`src/design/binary_to_radix_digits_top_defines.svh`:
```
// Assertion macros shared by the radix converter RTL.
`ifndef BINARY_TO_RADIX_DIGITS_TOP_DEFINES_SVH
`define BINARY_TO_RADIX_DIGITS_TOP_DEFINES_SVH

`ifndef SYNTHESIS

// Consequent must hold in the same cycle as the antecedent.
`define RDX_ASSERT_NOW(lbl, clk, rst_n, ante, cons) \
    lbl: assert property (@(posedge clk) disable iff (!rst_n) (ante) |-> (cons)) \
        else $error("assertion failed");

// Consequent must hold in the cycle after the antecedent.
`define RDX_ASSERT_NEXT(lbl, clk, rst_n, ante, cons) \
    lbl: assert property (@(posedge clk) disable iff (!rst_n) (ante) |=> (cons)) \
        else $error("assertion failed");

`else

`define RDX_ASSERT_NOW(lbl, clk, rst_n, ante, cons)
`define RDX_ASSERT_NEXT(lbl, clk, rst_n, ante, cons)

`endif

`endif

```
`src/design/rdx_pkg.sv`:
```
// Shared constants, types and functions of the radix digit converter.
`default_nettype none

package rdx_pkg;

    // Default width of the converted value.
    localparam int VALUE_BITS_DEF = 32;
    // Quotient bits resolved by the divider in one cycle.
    localparam int CHUNK_BITS = 8;
    localparam int RADIX_W = 5;
    localparam int DIGIT_W = 4;

    localparam logic [RADIX_W-1:0] RADIX_RESET = 5'd10;
    localparam logic [RADIX_W-1:0] RADIX_MIN   = 5'd2;
    localparam logic [RADIX_W-1:0] RADIX_MAX   = 5'd16;

    // One result item as it sits in the output queue.
    typedef struct packed {
        logic [DIGIT_W-1:0] digit;
        logic               final_digit;
    } t_out_item;

    // Clamp the radix register into the supported range.
    function automatic logic [RADIX_W-1:0] eff_radix(input logic [RADIX_W-1:0] raw);
        logic [RADIX_W-1:0] r;
        r = raw;
        if (raw < RADIX_MIN) begin
            r = RADIX_MIN;
        end else if (raw > RADIX_MAX) begin
            r = RADIX_MAX;
        end
        return r;
    endfunction

endpackage

`default_nettype wire

```
`src/design/rdx_ram.sv`:
```
// Generic single-write, single-read RAM with registered read data.
`default_nettype none

module rdx_ram #(
    parameter int WIDTH = 4,
    parameter int DEPTH = 64
) (
    input  wire logic                     i_clk,
    input  wire logic                     i_wr_en,
    input  wire logic [$clog2(DEPTH)-1:0] i_wr_addr,
    input  wire logic [WIDTH-1:0]         i_wr_data,
    input  wire logic                     i_rd_en,
    input  wire logic [$clog2(DEPTH)-1:0] i_rd_addr,
    output logic      [WIDTH-1:0]         o_rd_data
);

    logic [WIDTH-1:0] r_mem [DEPTH];
    logic [WIDTH-1:0] r_rd_data;

    // Write port and registered read port.
    always_ff @(posedge i_clk) begin
        if (i_wr_en) begin
            r_mem[i_wr_addr] <= i_wr_data;
        end
        if (i_rd_en) begin
            r_rd_data <= r_mem[i_rd_addr];
        end
    end

    assign o_rd_data = r_rd_data;

endmodule

`default_nettype wire

```
`src/design/rdx_fifo.sv`:
```
// Two-entry queue used for job hand-off and for buffering result items.
`default_nettype none

module rdx_fifo #(
    parameter int WIDTH = 8
) (
    input  wire logic             i_clk,
    input  wire logic             i_rst_n,
    input  wire logic             i_push,
    input  wire logic [WIDTH-1:0] i_data,
    input  wire logic             i_pop,
    output logic      [WIDTH-1:0] o_data,
    output logic                  o_empty,
    output logic                  o_full,
    output logic      [1:0]       o_count
);

    logic [WIDTH-1:0] r_mem [2];
    logic             r_wptr;
    logic             r_rptr;
    logic [1:0]       r_count;
    logic             n_wptr;
    logic             n_rptr;
    logic [1:0]       n_count;
    logic             do_push;
    logic             do_pop;

    assign o_empty = (r_count == 2'd0);
    assign o_full  = (r_count == 2'd2);
    assign o_count = r_count;
    assign o_data  = r_mem[r_rptr];

    assign do_push = i_push && !o_full;
    assign do_pop  = i_pop && !o_empty;

    // Pointer and occupancy update.
    always_comb begin
        n_wptr  = do_push ? ~r_wptr : r_wptr;
        n_rptr  = do_pop ? ~r_rptr : r_rptr;
        n_count = r_count;
        if (do_push && !do_pop) begin
            n_count = r_count + 2'd1;
        end else if (do_pop && !do_push) begin
            n_count = r_count - 2'd1;
        end
    end

    always_ff @(posedge i_clk) begin
        if (!i_rst_n) begin
            r_wptr  <= 1'b0;
            r_rptr  <= 1'b0;
            r_count <= 2'd0;
        end else begin
            r_wptr  <= n_wptr;
            r_rptr  <= n_rptr;
            r_count <= n_count;
        end
    end

    // Storage needs no reset.
    always_ff @(posedge i_clk) begin
        if (do_push) begin
            r_mem[r_wptr] <= i_data;
        end
    end

endmodule

`default_nettype wire

```
`src/design/rdx_front.sv`:
```
// Front end: accepts a value and divides it down into digits, least significant first.
`default_nettype none

module rdx_front import rdx_pkg::*; #(
    parameter int VALUE_BITS = VALUE_BITS_DEF
) (
    input  wire logic                          i_clk,
    input  wire logic                          i_rst_n,
    input  wire logic                          i_push,
    input  wire logic [VALUE_BITS-1:0]         i_value,
    input  wire logic [RADIX_W-1:0]            i_radix,
    input  wire logic                          i_space,
    output logic                               o_full,
    output logic                               o_job_push,
    output logic      [$clog2(VALUE_BITS):0]   o_job_count,
    output logic                               o_wr_en,
    output logic      [$clog2(VALUE_BITS):0]   o_wr_addr,
    output logic      [DIGIT_W-1:0]            o_wr_data
);

    localparam int IDX_W = $clog2(VALUE_BITS);
    localparam int CNT_W = IDX_W + 1;
    localparam int QW    = ((VALUE_BITS + CHUNK_BITS - 1) / CHUNK_BITS) * CHUNK_BITS;
    localparam int NCH   = QW / CHUNK_BITS;
    localparam int CH_W  = (NCH > 1) ? $clog2(NCH) : 1;

    typedef enum logic [1:0] {
        FR_IDLE = 2'b01,
        FR_DIV  = 2'b10
    } t_fr_state;

    t_fr_state          r_state, n_state;
    logic               r_bank, n_bank;
    logic [QW-1:0]      r_quo, n_quo;
    logic [DIGIT_W-1:0] r_rem, n_rem;
    logic [RADIX_W-1:0] r_radix, n_radix;
    logic               r_nz, n_nz;
    logic [CH_W-1:0]    r_chunk, n_chunk;
    logic [IDX_W-1:0]   r_ndig, n_ndig;

    logic [CHUNK_BITS-1:0] qbits;
    logic [DIGIT_W-1:0]    rem_step;
    logic                  chunk_last;
    logic                  quo_nz;
    logic                  accept;

    assign o_full = (r_state != FR_IDLE) || !i_space;
    assign accept = i_push && !o_full;

    // One chunk of restoring division by the radix: eight quotient bits.
    always_comb begin
        logic [DIGIT_W:0]   t;
        logic [DIGIT_W-1:0] rem;
        rem   = r_rem;
        qbits = '0;
        for (int i = 0; i < CHUNK_BITS; i++) begin
            t = {rem, r_quo[QW-1-i]};
            if (t >= r_radix) begin
                qbits[CHUNK_BITS-1-i] = 1'b1;
                t = t - r_radix;
            end
            rem = t[DIGIT_W-1:0];
        end
        rem_step = rem;
    end

    assign chunk_last = (r_chunk == CH_W'(NCH - 1));
    assign quo_nz     = r_nz || (|qbits);

    // Digit write at the end of each digit; job hand-off after the last digit.
    assign o_wr_en     = (r_state == FR_DIV) && chunk_last;
    assign o_wr_addr   = {r_bank, r_ndig};
    assign o_wr_data   = rem_step;
    assign o_job_push  = o_wr_en && !quo_nz;
    assign o_job_count = CNT_W'({1'b0, r_ndig}) + CNT_W'(1);

    // Sequencer of the divider.
    always_comb begin
        n_state = r_state;
        n_bank  = r_bank;
        n_quo   = r_quo;
        n_rem   = r_rem;
        n_radix = r_radix;
        n_nz    = r_nz;
        n_chunk = r_chunk;
        n_ndig  = r_ndig;
        case (r_state)
            FR_IDLE: begin
                if (accept) begin
                    n_state = FR_DIV;
                    n_quo   = QW'(i_value);
                    n_rem   = '0;
                    n_radix = eff_radix(i_radix);
                    n_nz    = 1'b0;
                    n_chunk = '0;
                    n_ndig  = '0;
                end
            end
            FR_DIV: begin
                n_quo = (r_quo << CHUNK_BITS) | QW'(qbits);
                if (chunk_last) begin
                    n_rem   = '0;
                    n_nz    = 1'b0;
                    n_chunk = '0;
                    if (quo_nz) begin
                        n_ndig = r_ndig + IDX_W'(1);
                    end else begin
                        n_state = FR_IDLE;
                        n_bank  = ~r_bank;
                    end
                end else begin
                    n_rem   = rem_step;
                    n_nz    = quo_nz;
                    n_chunk = r_chunk + CH_W'(1);
                end
            end
            default: begin
                n_state = FR_IDLE;
            end
        endcase
    end

    always_ff @(posedge i_clk) begin
        if (!i_rst_n) begin
            r_state <= FR_IDLE;
            r_bank  <= 1'b0;
        end else begin
            r_state <= n_state;
            r_bank  <= n_bank;
        end
    end

    // Datapath registers need no reset.
    always_ff @(posedge i_clk) begin
        r_quo   <= n_quo;
        r_rem   <= n_rem;
        r_radix <= n_radix;
        r_nz    <= n_nz;
        r_chunk <= n_chunk;
        r_ndig  <= n_ndig;
    end

endmodule

`default_nettype wire

```
`src/design/rdx_back.sv`:
```
// Back end: reads the stored digits most significant first and queues result items.
`default_nettype none

module rdx_back import rdx_pkg::*; #(
    parameter int VALUE_BITS = VALUE_BITS_DEF
) (
    input  wire logic                          i_clk,
    input  wire logic                          i_rst_n,
    input  wire logic                          i_job_empty,
    input  wire logic [$clog2(VALUE_BITS):0]   i_job_count,
    output logic                               o_job_pop,
    output logic                               o_rd_en,
    output logic      [$clog2(VALUE_BITS):0]   o_rd_addr,
    input  wire logic [DIGIT_W-1:0]            i_rd_data,
    output logic                               o_active,
    input  wire logic                          i_pop,
    output logic                               o_empty,
    output logic      [DIGIT_W-1:0]            o_digit,
    output logic                               o_final_digit
);

    localparam int IDX_W = $clog2(VALUE_BITS);

    logic             r_active, n_active;
    logic             r_bank, n_bank;
    logic [IDX_W-1:0] r_idx, n_idx;
    logic             r_infl, n_infl;
    logic             r_inf_final, n_inf_final;

    logic      can_issue;
    logic      of_full;
    logic [1:0] of_count;
    t_out_item of_in;
    t_out_item of_out;

    // A read is issued only if its data will find room in the output queue.
    assign can_issue = !of_full && !((of_count == 2'd1) && r_infl);

    assign o_job_pop = !r_active && !i_job_empty;
    assign o_rd_en   = r_active && can_issue;
    assign o_rd_addr = {r_bank, r_idx};
    assign o_active  = r_active;

    // Run control: load a job, then count the digit index down to zero.
    always_comb begin
        n_active    = r_active;
        n_bank      = r_bank;
        n_idx       = r_idx;
        n_infl      = o_rd_en;
        n_inf_final = r_inf_final;
        if (o_job_pop) begin
            n_active = 1'b1;
            n_idx    = IDX_W'(i_job_count - 1'b1);
        end
        if (o_rd_en) begin
            n_inf_final = (r_idx == '0);
            if (r_idx == '0) begin
                n_active = 1'b0;
                n_bank   = ~r_bank;
            end else begin
                n_idx = r_idx - IDX_W'(1);
            end
        end
    end

    always_ff @(posedge i_clk) begin
        if (!i_rst_n) begin
            r_active <= 1'b0;
            r_bank   <= 1'b0;
            r_infl   <= 1'b0;
        end else begin
            r_active <= n_active;
            r_bank   <= n_bank;
            r_infl   <= n_infl;
        end
    end

    always_ff @(posedge i_clk) begin
        r_idx       <= n_idx;
        r_inf_final <= n_inf_final;
    end

    // Output queue holds read digits until they are taken.
    always_comb begin
        of_in.digit       = i_rd_data;
        of_in.final_digit = r_inf_final;
    end

    rdx_fifo #(
        .WIDTH($bits(t_out_item))
    ) u_out_fifo (
        .i_clk   (i_clk),
        .i_rst_n (i_rst_n),
        .i_push  (r_infl),
        .i_data  (of_in),
        .i_pop   (i_pop),
        .o_data  (of_out),
        .o_empty (o_empty),
        .o_full  (of_full),
        .o_count (of_count)
    );

    assign o_digit       = of_out.digit;
    assign o_final_digit = of_out.final_digit;

endmodule

`default_nettype wire

```
`src/design/binary_to_radix_digits_top.sv`:
```
// Top level of the binary to radix digit converter.
//
//   Channel  Direction  Handshake           Payload
//   input    in         i_push / o_full     i_value
//   result   out        o_empty / i_pop     o_digit, o_final_digit
//   config   in         i_cfg_we            i_cfg_wdata (radix)
//
// The divider resolves 8 quotient bits per cycle and divides the value by the radix once
// for each digit. The back end reads the digits back from the digit RAM only while the
// output queue has room for the data, counting a read still in flight, so it can issue
// a new read before the last one has landed.
// The front may run up to two converted items ahead of the back end.
// Reset is synchronous and clears control state only; the digit RAM is not cleared.
`default_nettype none
`include "binary_to_radix_digits_top_defines.svh"

module binary_to_radix_digits_top import rdx_pkg::*; #(
    parameter int VALUE_BITS = VALUE_BITS_DEF
) (
    input  wire logic                  i_clk,
    input  wire logic                  i_rst_n,
    input  wire logic                  i_push,
    output logic                       o_full,
    input  wire logic [VALUE_BITS-1:0] i_value,
    output logic                       o_empty,
    input  wire logic                  i_pop,
    output logic      [DIGIT_W-1:0]    o_digit,
    output logic                       o_final_digit,
    input  wire logic                  i_cfg_we,
    input  wire logic [RADIX_W-1:0]    i_cfg_wdata
);

    localparam int IDX_W  = $clog2(VALUE_BITS);
    localparam int CNT_W  = IDX_W + 1;
    localparam int ADDR_W = IDX_W + 1;

    logic [RADIX_W-1:0] r_radix;

    logic               fr_space;
    logic               fr_job_push;
    logic [CNT_W-1:0]   fr_job_count;
    logic               wr_en;
    logic [ADDR_W-1:0]  wr_addr;
    logic [DIGIT_W-1:0] wr_data;
    logic               rd_en;
    logic [ADDR_W-1:0]  rd_addr;
    logic [DIGIT_W-1:0] rd_data;
    logic               jq_empty;
    logic               jq_full;
    logic [1:0]         jq_count;
    logic [CNT_W-1:0]   jq_data;
    logic               bk_job_pop;
    logic               bk_active;

    // Radix register.
    always_ff @(posedge i_clk) begin
        if (!i_rst_n) begin
            r_radix <= RADIX_RESET;
        end else if (i_cfg_we) begin
            r_radix <= i_cfg_wdata;
        end
    end

    // A RAM bank is free while fewer than two converted items are pending.
    assign fr_space = (jq_count == 2'd0) || ((jq_count == 2'd1) && !bk_active);

    rdx_front #(
        .VALUE_BITS(VALUE_BITS)
    ) u_front (
        .i_clk       (i_clk),
        .i_rst_n     (i_rst_n),
        .i_push      (i_push),
        .i_value     (i_value),
        .i_radix     (r_radix),
        .i_space     (fr_space),
        .o_full      (o_full),
        .o_job_push  (fr_job_push),
        .o_job_count (fr_job_count),
        .o_wr_en     (wr_en),
        .o_wr_addr   (wr_addr),
        .o_wr_data   (wr_data)
    );

    // Two banks of digit storage, one per pending item.
    rdx_ram #(
        .WIDTH(DIGIT_W),
        .DEPTH(2 ** ADDR_W)
    ) u_digit_ram (
        .i_clk     (i_clk),
        .i_wr_en   (wr_en),
        .i_wr_addr (wr_addr),
        .i_wr_data (wr_data),
        .i_rd_en   (rd_en),
        .i_rd_addr (rd_addr),
        .o_rd_data (rd_data)
    );

    // Job queue carries digit counts from front to back.
    rdx_fifo #(
        .WIDTH(CNT_W)
    ) u_job_fifo (
        .i_clk   (i_clk),
        .i_rst_n (i_rst_n),
        .i_push  (fr_job_push),
        .i_data  (fr_job_count),
        .i_pop   (bk_job_pop),
        .o_data  (jq_data),
        .o_empty (jq_empty),
        .o_full  (jq_full),
        .o_count (jq_count)
    );

    rdx_back #(
        .VALUE_BITS(VALUE_BITS)
    ) u_back (
        .i_clk         (i_clk),
        .i_rst_n       (i_rst_n),
        .i_job_empty   (jq_empty),
        .i_job_count   (jq_data),
        .o_job_pop     (bk_job_pop),
        .o_rd_en       (rd_en),
        .o_rd_addr     (rd_addr),
        .i_rd_data     (rd_data),
        .o_active      (bk_active),
        .i_pop         (i_pop),
        .o_empty       (o_empty),
        .o_digit       (o_digit),
        .o_final_digit (o_final_digit)
    );

    // The job queue never overflows because the front waits for a free bank.
    `RDX_ASSERT_NOW(a_job_no_overflow, i_clk, i_rst_n, fr_job_push, !jq_full)

    // At most two items hold RAM banks at any time.
    `RDX_ASSERT_NOW(a_bank_budget, i_clk, i_rst_n, 1'b1, ({1'b0, jq_count} + {2'b00, bk_active}) <= 3'd2)

    // An accepted item keeps the front busy in the following cycle.
    `RDX_ASSERT_NEXT(a_accept_busy, i_clk, i_rst_n, i_push && !o_full, o_full)

    // The back end only starts a run when a job is queued.
    `RDX_ASSERT_NOW(a_pop_has_job, i_clk, i_rst_n, bk_job_pop, !jq_empty && !bk_active)

endmodule

`default_nettype wire

```
`config.mk`:
```
export PLATFORM = sky130hd
export DESIGN_NAME = binary_to_radix_digits_top
export DESIGN_NICKNAME = d
export VERILOG_FILES = /design/src/design/rdx_pkg.sv /design/src/design/rdx_ram.sv /design/src/design/rdx_fifo.sv /design/src/design/rdx_front.sv /design/src/design/rdx_back.sv /design/src/design/binary_to_radix_digits_top.sv
export VERILOG_INCLUDE_DIRS = /design/src /design/src/design
export SDC_FILE = /design/constraint.sdc
export NUM_CORES = 1
export LEC_CHECK = 0
export BUFFER_PORTS_ARGS = -buffer_cell sky130_fd_sc_hd__buf_2
export CORE_UTILIZATION = 50
export DETAILED_ROUTE_END_ITERATION = 10
export PLACE_DENSITY = 0.72
export SYNTH_ARGS = -nofsm -noshare
export SYNTH_HDL_FRONTEND = slang
export SYNTH_SLANG_ARGS = --single-unit
```
`constraint.sdc`:
```
create_clock -name i_clk -period 17.4 [get_ports i_clk]
set_input_delay 0.87 -clock i_clk [delete_from_list [all_inputs] [get_ports i_clk]]
set_output_delay 0.87 -clock i_clk [all_outputs]
set_load 0.1 [all_outputs]
```
# After elaboration in Yosys (flattened, before gate mapping)
# Memory sizes are Yosys's and may differ from the RTL's. A register that Yosys moved wholly into a read port is not among the register bits.
# Index checks and enable logic that the tools add are counted.
# totals
n_memories	3
word_cells	173
mem_bits_rw	278
output_inout_bits	7
input_bits	42
reg_bits	74
# memory_table
memory	words	width	rd	rd_clocked_by_memory_dff	write_ports	line	source
u_digit_ram.r_mem	64	4	1	1	1	rdx_ram.sv:17	logic [WIDTH-1:0] r_mem [DEPTH];
u_job_fifo.r_mem	2	6	1	1	1	rdx_fifo.sv:18	logic [WIDTH-1:0] r_mem [2];
u_back.u_out_fifo.r_mem	2	5	1	1	1	rdx_fifo.sv:18	
# op_classes
reduce_logical	46
addsub	17
n_eq_ne	12
muxes	56
bitwise	8
order_cmp	10
# op_table
operator	n
$pmux W32 S2	1
$ge A5 B5 Y1	8
$mux W4	10
$mux W5	7
$mux W32	1
$or A32 B8 Y32	1
$sub A4 B4 Y4	8
$mux W1	23
$mux W2	9
$logic_and A1 B1 Y1	16
$logic_not A1 Y1	13
$pmux W5 S2	1
$sub A5 B1 Y5 const B	2
$eq A2 B2 Y1 const B	4
$ne A2 B1 Y1 const B	4
$pmux W2 S2	2
$pmux W4 S2	1
$reduce_or A8 Y1	1
$not A1 Y1	7
$add A2 B1 Y2 const B	3
$add A5 B1 Y6 const B	1
$eq A2 B1 Y1 const B	3
$reduce_and A2 Y1	3
$reduce_and A3 Y1	2
12 further kinds	18

# Depth between registers and ports, before layout
# Gate-level depths: netlist of run 1.
# depth
ltp_word	25
mapped_depth	60
depth_no_buf	57

# By module
# Synthesis of run 1 repeated with hierarchy kept, for this count alone.
# unflattened
cells_unflattened	1099
hier_area_um2	16418.2
# by_module_without_submodules
mod	seq_area_each_um2	cells_per_inst	n_inst	area_each_um2
rdx_ram	7807.5	521	1	10447.5
rdx_front	1531.5	420	1	4005.1
rdx_fifo (u_job_fifo)	460.4	44	1	665.6
rdx_fifo (u_back.u_out_fifo)	400.4	40	1	590.6
rdx_back	190.2	57	1	516.7
binary_to_radix_digits_top	100.1	17	1	192.7

# Least setup slack after synthesis of run 1
# Ideal clock, no wire load.
# synth_path
path_type	flip-flop to flip-flop
startpoint	register u_front.r_radix[1]
endpoint	memory u_digit_ram.r_mem[0][0] (data pin)
required_time_ps	16852
synth_period_minus_slack_ps	12271
path_stages_with_launch	49
arrival_ps	11723
n_path_buf	4
slack_ps	5129
setup_time_ps	548
cell_sequence	edfxtp_1 -> inv_1 -> ha_1 -> a31oi_1 -> o21ai_1 -> mux2_2 -> ha_1 -> nand4_1 -> a21oi_1 -> a211o_1 -> mux2_2 -> ha_1 -> a21oi_2 -> nand2_1 -> a211o_1 -> buf_6 -> mux2i_1 -> inv_1 -> (+13 left out) -> a21o_1 -> a31oi_1 -> o21ai_1 -> clkbuf_1 -> nand2_1 -> o21a_1 -> ha_1 -> a21o_1 -> a31oi_2 -> o21ai_2 -> mux2i_1 -> ha_1 -> a21o_1 -> a31oi_1 -> o21ai_0 -> clkbuf_1 -> nor2_1 -> a21oi_1
# synth_via
elab_chain_len	16
elab_cells_between_ends	23
classes_between	7 x add/sub; 8 x order compare; 8 x mux
# synth_rtl
element	line	source
start, declared	rdx_front.sv:36	logic [RADIX_W-1:0] r_radix, n_radix;
start signal, assigned	rdx_front.sv:137	r_radix <= n_radix;
$sub A4 B4 Y4 or $ge A5 B5 Y1 (tied branches)	rdx_front.sv:60, rdx_front.sv:58	
$mux W4	rdx_front.sv:58	if (t >= r_radix) begin
$sub A4 B4 Y4 or $ge A5 B5 Y1 (tied branches)	rdx_front.sv:60, rdx_front.sv:58	
$mux W4	rdx_front.sv:58	
$sub A4 B4 Y4 or $ge A5 B5 Y1 (tied branches)	rdx_front.sv:60, rdx_front.sv:58	
$mux W4	rdx_front.sv:58	
$ge A5 B5 Y1 or $sub A4 B4 Y4 (tied branches)	rdx_front.sv:58, rdx_front.sv:60	
$mux W4	rdx_front.sv:58	
$sub A4 B4 Y4 or $ge A5 B5 Y1 (tied branches)	rdx_front.sv:60, rdx_front.sv:58	
$mux W4	rdx_front.sv:58	
$sub A4 B4 Y4 or $ge A5 B5 Y1 (tied branches)	rdx_front.sv:60, rdx_front.sv:58	
$mux W4	rdx_front.sv:58	
$sub A4 B4 Y4 or $ge A5 B5 Y1 (tied branches)	rdx_front.sv:60, rdx_front.sv:58	
$mux W4	rdx_front.sv:58	
$ge A5 B5 Y1 (*)	rdx_front.sv:58	
$mux W4 (*)	rdx_front.sv:58	
net u_digit_ram.i_wr_data[0]	rdx_ram.sv:11	input wire logic [WIDTH-1:0] i_wr_data,
end, declared	rdx_ram.sv:17	
# The timed path passes the listed nets; every way through them passes the cells marked *.

# Worst setup path after layout of run 1
# layout_path
startpoint	register u_front.r_radix[1]
endpoint	register u_job_fifo.r_count[1], in the netlist u_job_fifo.o_count[1]
# layout_via
elab_chain_len	24
elab_cells_between_ends	40
classes_between	7 x add/sub; 8 x order compare; 16 x mux; 9 x reduce/logical
# layout_rtl
element	line	source
$sub A4 B4 Y4 or $ge A5 B5 Y1 (tied branches)	rdx_front.sv:60, rdx_front.sv:58	
$mux W4	rdx_front.sv:58	
$sub A4 B4 Y4 or $ge A5 B5 Y1 (tied branches)	rdx_front.sv:60, rdx_front.sv:58	
$mux W4	rdx_front.sv:58	
$sub A4 B4 Y4 or $ge A5 B5 Y1 (tied branches)	rdx_front.sv:60, rdx_front.sv:58	
$mux W4	rdx_front.sv:58	
$ge A5 B5 Y1 or $sub A4 B4 Y4 (tied branches)	rdx_front.sv:58, rdx_front.sv:60	
$mux W4	rdx_front.sv:58	
(+8 left out)	-	
$reduce_or A8 Y1 (*)	rdx_front.sv:68	assign quo_nz = r_nz || (|qbits);
$logic_or A1 B1 Y1 (*)	rdx_front.sv:68	
$logic_not A1 Y1 (*)	rdx_front.sv:74	assign o_job_push = o_wr_en && !quo_nz;
$logic_and A1 B1 Y1 (*)	rdx_front.sv:74	
$logic_and A1 B1 Y1 (*)	rdx_fifo.sv:33	assign do_push = i_push && !o_full;
$logic_not A1 Y1	rdx_fifo.sv:43	end else if (do_pop && !do_push) begin
$logic_and A1 B1 Y1	rdx_fifo.sv:43	
$reduce_bool A2 Y1 (no source line)	-	
end signal, assigned	rdx_fifo.sv:56	r_count <= n_count;
end, declared	rdx_fifo.sv:21	logic [1:0] r_count;
# Every way passes the cells marked *; elsewhere a longest branch is shown, timed or not.
# A chain may end at the register's enable or synchronous reset.

==> results of run 1 <==
[worst reg2reg max path, delay by kind of cell, from the launching register on]
kind | cells | cell delay [ns]
flip-flops | 1 | 0.64
multiplexers | 6 | 2.38
adder cells (fa/ha/maj) | 9 | 2.89
AND/OR/NAND/NOR | 9 | 1.64
buffers and inverters | 3 | 0.64
XOR/XNOR | 1 | 0.15
AO/OA/AOI/OAI | 21 | 4.64
[state kept, by name, indices dropped and copies added, names as in the netlist, 2 cells and up, named ones only]
name and cells:
u_job_fifo.o_count 2, u_front.r_quo 32, u_digit_ram.r_mem 256, u_front.r_rem 4, u_front.r_chunk 2, u_front.r_ndig 5
u_back.u_out_fifo.r_mem 10, u_back.u_out_fifo.o_count 2, u_back.r_idx 5, u_front.r_radix 5, u_job_fifo.r_mem 10, u_front.r_state 2
u_digit_ram.o_rd_data 4, r_radix 5
[metrics by stage]
step / std cells / setup WS, ns
final: 1544 / 4.26
after global routing: 1544 / 3.16
after CTS: 1543 / 4.34
after detailed placement: 1477 / 4.40
after global placement: 1477 / 4.84
after floorplan: 1060 / 5.13
[layout make-up]
| class | count | share of cell area (%) |
|---|---|---|
| well taps | 402 | 2.79 |
| flip-flops and latches | 356 | 57.9 |
| diodes | 1 | 0.0139 |
| inverters | 46 | 0.958 |
| multi-input cells | 612 | 29.2 |
| repair buffers | 61 | 1.87 |
| clock buffers | 42 | 5.36 |
| clock inverters | 24 | 1.91 |
[worst max path at each step]
stage | slack, ns | depth (start not counted) | startpoint | to
after floorplan | 5.13 | 48 | u_front.r_radix[1] | u_digit_ram.r_mem[0][0]
after global placement | 4.84 | 49 | u_front.r_radix[1] | u_job_fifo.o_count[1]
after detailed placement | 4.40 | 49 | u_front.r_radix[1] | u_job_fifo.o_count[1]
after CTS | 4.34 | 49 | u_front.r_radix[1] | u_job_fifo.o_count[1]
after global routing | 3.16 | 50 | u_front.r_radix[1] | u_job_fifo.o_count[1]
final | 4.26 | 49 | u_front.r_radix[1] | u_job_fifo.o_count[1]
[per-layer routing]
layer  part of all wire, %  up-vias
met4                   2.5        0
met2                    49      284
met3                   6.4       66
li1                      -     4115
met5                     0        -
met1                    42     4454
[Yosys cell counts (5+ instances only)]
cell type  count  area share [%]
nand3_1       20            0.62
edfxtp_1     330              62
a31oi_1        6            0.23
o211ai_1       5            0.23
and2_1         6            0.23
inv_1         46             1.1
mux2_2        15             1.1
o21ai_0       12            0.37
nor2_1       100             2.3
nand2b_1      11            0.43
nand2_1      129             3.0
dfxtp_1       26             3.2
a21oi_1       28            0.87
nor3_1         5            0.16
xor2_1        11            0.60
fa_1           8             1.0
mux4_2        77              11
nor2b_1       12            0.47
a21o_1        15            0.70
ha_1          52             4.1
mux2i_1       28             1.7
nand3b_1       5            0.23
xnor2_1       20             1.1
buf_2          6            0.19
clkbuf_1      32            0.75
[kinds of logic after synthesis]
| family | share of synthesized area (%) |
|---|---|
| DFF | 65.0 |
| and+or+nand+nor | 8.56 |
| muxes | 13.6 |
| AOI/OAI and AO/OA | 3.76 |
| buffers and inverters | 2.36 |
| adders and majority gates | 5.05 |
| xor gates and xnor gates | 1.69 |
[cell usage in the layout (no fill, tap or decap), drive strengths merged, types with 3 or more instances in the layout]
| cell type | instances |
|---|---|
| a211o | 3 |
| a211oi | 4 |
| a21o | 15 |
| a21oi | 29 |
| a22oi | 3 |
| a31oi | 7 |
| and2 | 6 |
| buf | 61 |
| bufinv | 8 |
| clkbuf | 42 |
| clkinv | 14 |
| dfxtp | 26 |
| edfxtp | 330 |
| fa | 8 |
| ha | 52 |
| inv | 47 |
| mux2 | 15 |
| mux2i | 28 |
| mux4 | 77 |
| nand2 | 129 |
| nand2b | 11 |
| nand3 | 20 |
| nand3b | 5 |
| nand4 | 4 |
| nor2 | 100 |
| nor2b | 12 |
| nor3 | 5 |
| o2111ai | 3 |
| o211ai | 5 |
| o21a | 3 |
| o21ai | 16 |
| or3 | 3 |
| xnor2 | 20 |
| xor2 | 11 |
==> flow_metrics.tcl, run 1 <==
set metrics [dict create \
    fin_skew_ns 0.0178 \
    worst_setup_path_start_kind "flip-flop" \
    ys_ff_latch 356 \
    gp_congestion 0.847 \
    async_flop_share_pct 0 \
    cap_violations 0 \
    r2r-end "u_job_fifo.o_count[1]" \
    port_buffers 48 \
    reg2reg_from "u_front.r_radix[1]" \
    slowest_delay_ns 0.76 \
    drc_errors 0 \
    crit_arrival_ns 13.52 \
    use_met2_pct 32.8 \
    cts_buffers 37 \
    num_rows 65 \
    worstHoldPathCells 0 \
    yosysWarningCount 0 \
    rrSetupSlack_ns 4.26 \
    wl_per_cell_um 20.5 \
    hp-class "flip-flop to flip-flop" \
    ioPinCount 49 \
    ant_nets 0 \
    antenna_found_initial 1 \
    post-cts-setup-buffers 0 \
    multi_input_area_mm2 0.00526 \
    setup-tns-final_ns 0 \
    whs_ns 0.457 \
    htreeDepth 2 \
    outcome "finished clean" \
    grt_pass1_wl_um 50000 \
    final_nets 1216 \
    stdcell_area_mm2 0.0180 \
    slew_headroom_pct 36.2 \
    die_h_um 181 \
    final_layout_size_suffix_gt1_share_pct 19.6 \
    finalCriticalPeriod_ns 13.14 \
    drt_iter0_markers 674 \
    fmax_mhz 76.1 \
    reg2reg_depth 49 \
    worstSetupPathType "flip-flop to flip-flop" \
    routed_wl_um 31700 \
    via_per_inst 5.78 \
    grt_max_degree 68 \
    dp_hpwl_um 20300 \
    utilization_pct 57.1 \
    worstPathBufferInverterCount 3 \
    overflow 0 \
    cp_max_fo 14 \
    place_area_mm2 0.0167 \
    area_growth_pct 12.3 \
    core_area_mm2 0.0316 \
    syn-num-nets 1162 \
    met3_usage_pct 3.59 \
    synthCells 1060 \
    setup_viol 0 \
    cts_resized 0 \
    grt_use_met1_pct 26.7 \
    cp_data_required_time_ns 17.79 \
    tritoncts "done" \
    synth_edf_count 330 \
    grt.busiest_layer "met2" \
    die_w_um 181 \
    grt_usage_pct 19.8 \
    fillers 2377 \
    initial_core_util_pct 50.9 \
    rsz0062_at_grt "false" \
    cts.sinks 356 \
    die_area_mm2 0.0328 \
    crit_top_cell "ha_1" \
    synthFlopType "edfxtp_1" \
    crit_path_end_kind "flip-flop" \
    finalMaxSlewViolations 0 \
    path_clk_slew_ns 0.06 \
    final.period_utilization_pct 75.5 \
    synth_cell_types 55 \
    regArea_mm2 0.0104 \
    clockBufferDepth 3 \
    tightest_slew_ns 0.950 \
    hold_start "u_back.r_inf_final" \
    avgSynthCellArea_um2 15.1 \
    crit_slowest_cell "o21ai_1" \
    clock_latency_ns 0.52 \
    first_pass_iters 5 \
    syn-cell-area_mm2 0.0161 \
    first_global_vias 9126 \
    postCtsHoldBufs 0 \
    seq_area_frac_synth_pct 65.0 \
    min_to "u_back.u_out_fifo.r_mem[0][0]" \
    vias 8919 \
    path_delay_family "compound AO/OA/AOI/OAI gates" \
    cts_root_buf "clkbuf_16" \
    hold_viol 0 \
]
Power of run 1 is left out: the tool's default activity adds up to more than one toggle a clock period on the data nets, which glitch-free logic cannot reach.
==> inputs of run 2 (changes only) <==
--- a/config.mk
+++ b/config.mk
@@ -9,7 +9,7 @@
 export BUFFER_PORTS_ARGS = -buffer_cell sky130_fd_sc_hd__buf_2
 export CORE_UTILIZATION = 50
 export DETAILED_ROUTE_END_ITERATION = 10
-export PLACE_DENSITY = 0.72
+export PLACE_DENSITY = 0.75
 export SYNTH_ARGS = -nofsm -noshare
 export SYNTH_HDL_FRONTEND = slang
 export SYNTH_SLANG_ARGS = --single-unit
==> constraint.sdc (replaced) <==
create_clock -name i_clk -period 12 [get_ports i_clk]
set_input_delay 0.6 -clock i_clk [delete_from_list [all_inputs] [get_ports i_clk]]
set_output_delay 0.6 -clock i_clk [all_outputs]
set_load 0.1 [all_outputs]
==> run 2 against run 1 <==
Against the previous run:
- critical path depth is 1 higher
- cell count is 0.39% higher
- register-to-register slack worse by 3.7 ns
- global-route usage is 0.084 points lower
- utilization is 0.33 points lower
- final area is 0.58% lower
- clock skew is 0.0080 ns higher
- first-iteration DRC count is 21% higher
- highest routed layer unchanged
==> flow_metrics.tcl, run 2 (synthesized netlist as in run 1, its figures left out) <==
set metrics [dict create \
    cap_violations 0 \
    core_area_mm2 0.0316 \
    initial_core_util_pct 50.9 \
    final_cell_mix "330 x edfxtp_1, 128 x nand2_1, 100 x nor2_1, 77 x mux4_2, 52 x ha_1" \
    postCtsHoldBufs 0 \
    htreeDepth 2 \
    reg2reg_depth 50 \
    place_ws_ns 0.262 \
    slowest_delay_ns 0.47 \
    final.period_utilization_pct 94.9 \
    area_growth_pct 11.6 \
    finalCriticalPeriod_ns 11.39 \
    diodes 0 \
    path_clk_slew_ns 0.06 \
    via_per_inst 5.83 \
    die_w_um 181 \
    cts.sinks 356 \
    mostFrequentLayoutCell "edfxtp_1" \
    gp_congestion 0.883 \
    tritoncts "done" \
    drt_iter0_markers 818 \
    overflow 0 \
    grt_pass1_wl_um 49800 \
    path_delay_family "compound AO/OA/AOI/OAI gates" \
    finalMaxSlewViolations 0 \
    largest_register "u_digit_ram.r_mem" \
    rrSetupSlack_ns 0.61 \
    hold_viol 0 \
    tightest_slew_ns 0.844 \
    first_global_vias 9140 \
    hold_start "i_cfg_wdata[3]" \
    worstPathBufferInverterCount 3 \
    final_nets 1226 \
    port_buffers 48 \
    wl_per_cell_um 20.4 \
    crit_path_end_kind "flip-flop" \
    slew_headroom_pct 43.2 \
    place_area_mm2 0.0168 \
    vias 9039 \
    fmax_mhz 87.8 \
    largest_registers "u_digit_ram.r_mem x256, u_front.r_quo x32" \
    reg2reg_from "u_front.r_radix[1]" \
    cp_data_required_time_ns 12.40 \
    largest_reg_flops 256 \
    setup_ws_ns 0.609 \
    die_h_um 181 \
    num_rows 65 \
    hp-class "primary input to flip-flop" \
    ant_nets 0 \
    worst_setup_path_start_kind "flip-flop" \
    grt_usage_pct 19.7 \
    stdcell_area_mm2 0.0179 \
    r2r-end "u_job_fifo.o_count[1]" \
    crit_arrival_ns 11.79 \
    path_depth 50 \
    grt_max_degree 66 \
    utilization_pct 56.8 \
    clock_latency_ns 0.53 \
    setup_viol 0 \
    worstSetupPathType "flip-flop to flip-flop" \
    outcome "finished clean" \
    dp_hpwl_um 20100 \
    routed_wl_um 31700 \
    worstHoldPathCells 3 \
    clockBufferDepth 3 \
    fin_skew_ns 0.0258 \
    final_layout_size_suffix_gt1_share_pct 20.6 \
    drc_errors 0 \
    die_area_mm2 0.0328 \
    crit_slowest_cell "or4_4" \
    ioPinCount 49 \
    antenna_found_initial 0 \
    cts_root_buf "clkbuf_16" \
    min_to "r_radix[3]" \
    cp_max_fo 12 \
    cts_buffers 37 \
    crit_top_cell "ha_1" \
    first_pass_iters 5 \
]
[run 2: cell count changes in the layout (fill, tap and decap cells not counted), sizes merged]
cell,before,now
buf,61,71
bufinv,8,0
clkinvlp,1,0
diode,1,0
inv,47,49
clkbuf,42,46
[run 2: layer usage]
layer,wire length [um],vias to the layer above,global-route usage (%)
li1,-,4121,-
met1,13300,4514,26.5
met2,15100,330,32.1
met3,2160,74,3.83
met4,1030,0,7.39
met5,0,-,0
[run 2: how the worst max path moves through the flow]
stage                  startpoint                 endpoint  slack, ns
2_1_floorplan  u_front.r_radix[1]  u_digit_ram.r_mem[0][3]       0.51
5_1_grt        u_front.r_radix[1]    u_job_fifo.o_count[1]      -0.05
3_5_place_dp   u_front.r_radix[1]    u_job_fifo.o_count[1]       0.26
4_1_cts        u_front.r_radix[1]    u_job_fifo.o_count[1]       0.21
3_3_place_gp   u_front.r_radix[1]    u_job_fifo.o_count[1]       0.73
6_report       u_front.r_radix[1]    u_job_fifo.o_count[1]       0.61
[run 2: cell type report]
type                    instances  area (um^2)
inverters                      46          173
flip-flops and latches        356        10400
repair buffers                 71          413
clock inverters                17          109
clock buffers                  46          981
multi-input cells             612         5310
fillers                      2381        13600
well taps                     402          503
[run 2: through the flow]
step,setup TNS (ns),instances,hold slack [ns]
after floorplan,0,1060,0.421
after global placement,0,1485,0.425
after detailed placement,0,1485,0.429
after CTS,0,1548,0.288
after global routing,-0.189,1550,0.310
final,0,1550,0.303
[run 2: repair_timing]
action,4_1_cts,5_1_grt
endpoints found under the setup margin,0,280
gates resized for setup,0,13
buffers inserted,0,2
[run 2: tightest hold or removal path: stages]
cell     delay (ns)
buf_2          0.08
mux2i_1        0.06
nand2_1        0.06
Power of run 2 is left out for the same reason.
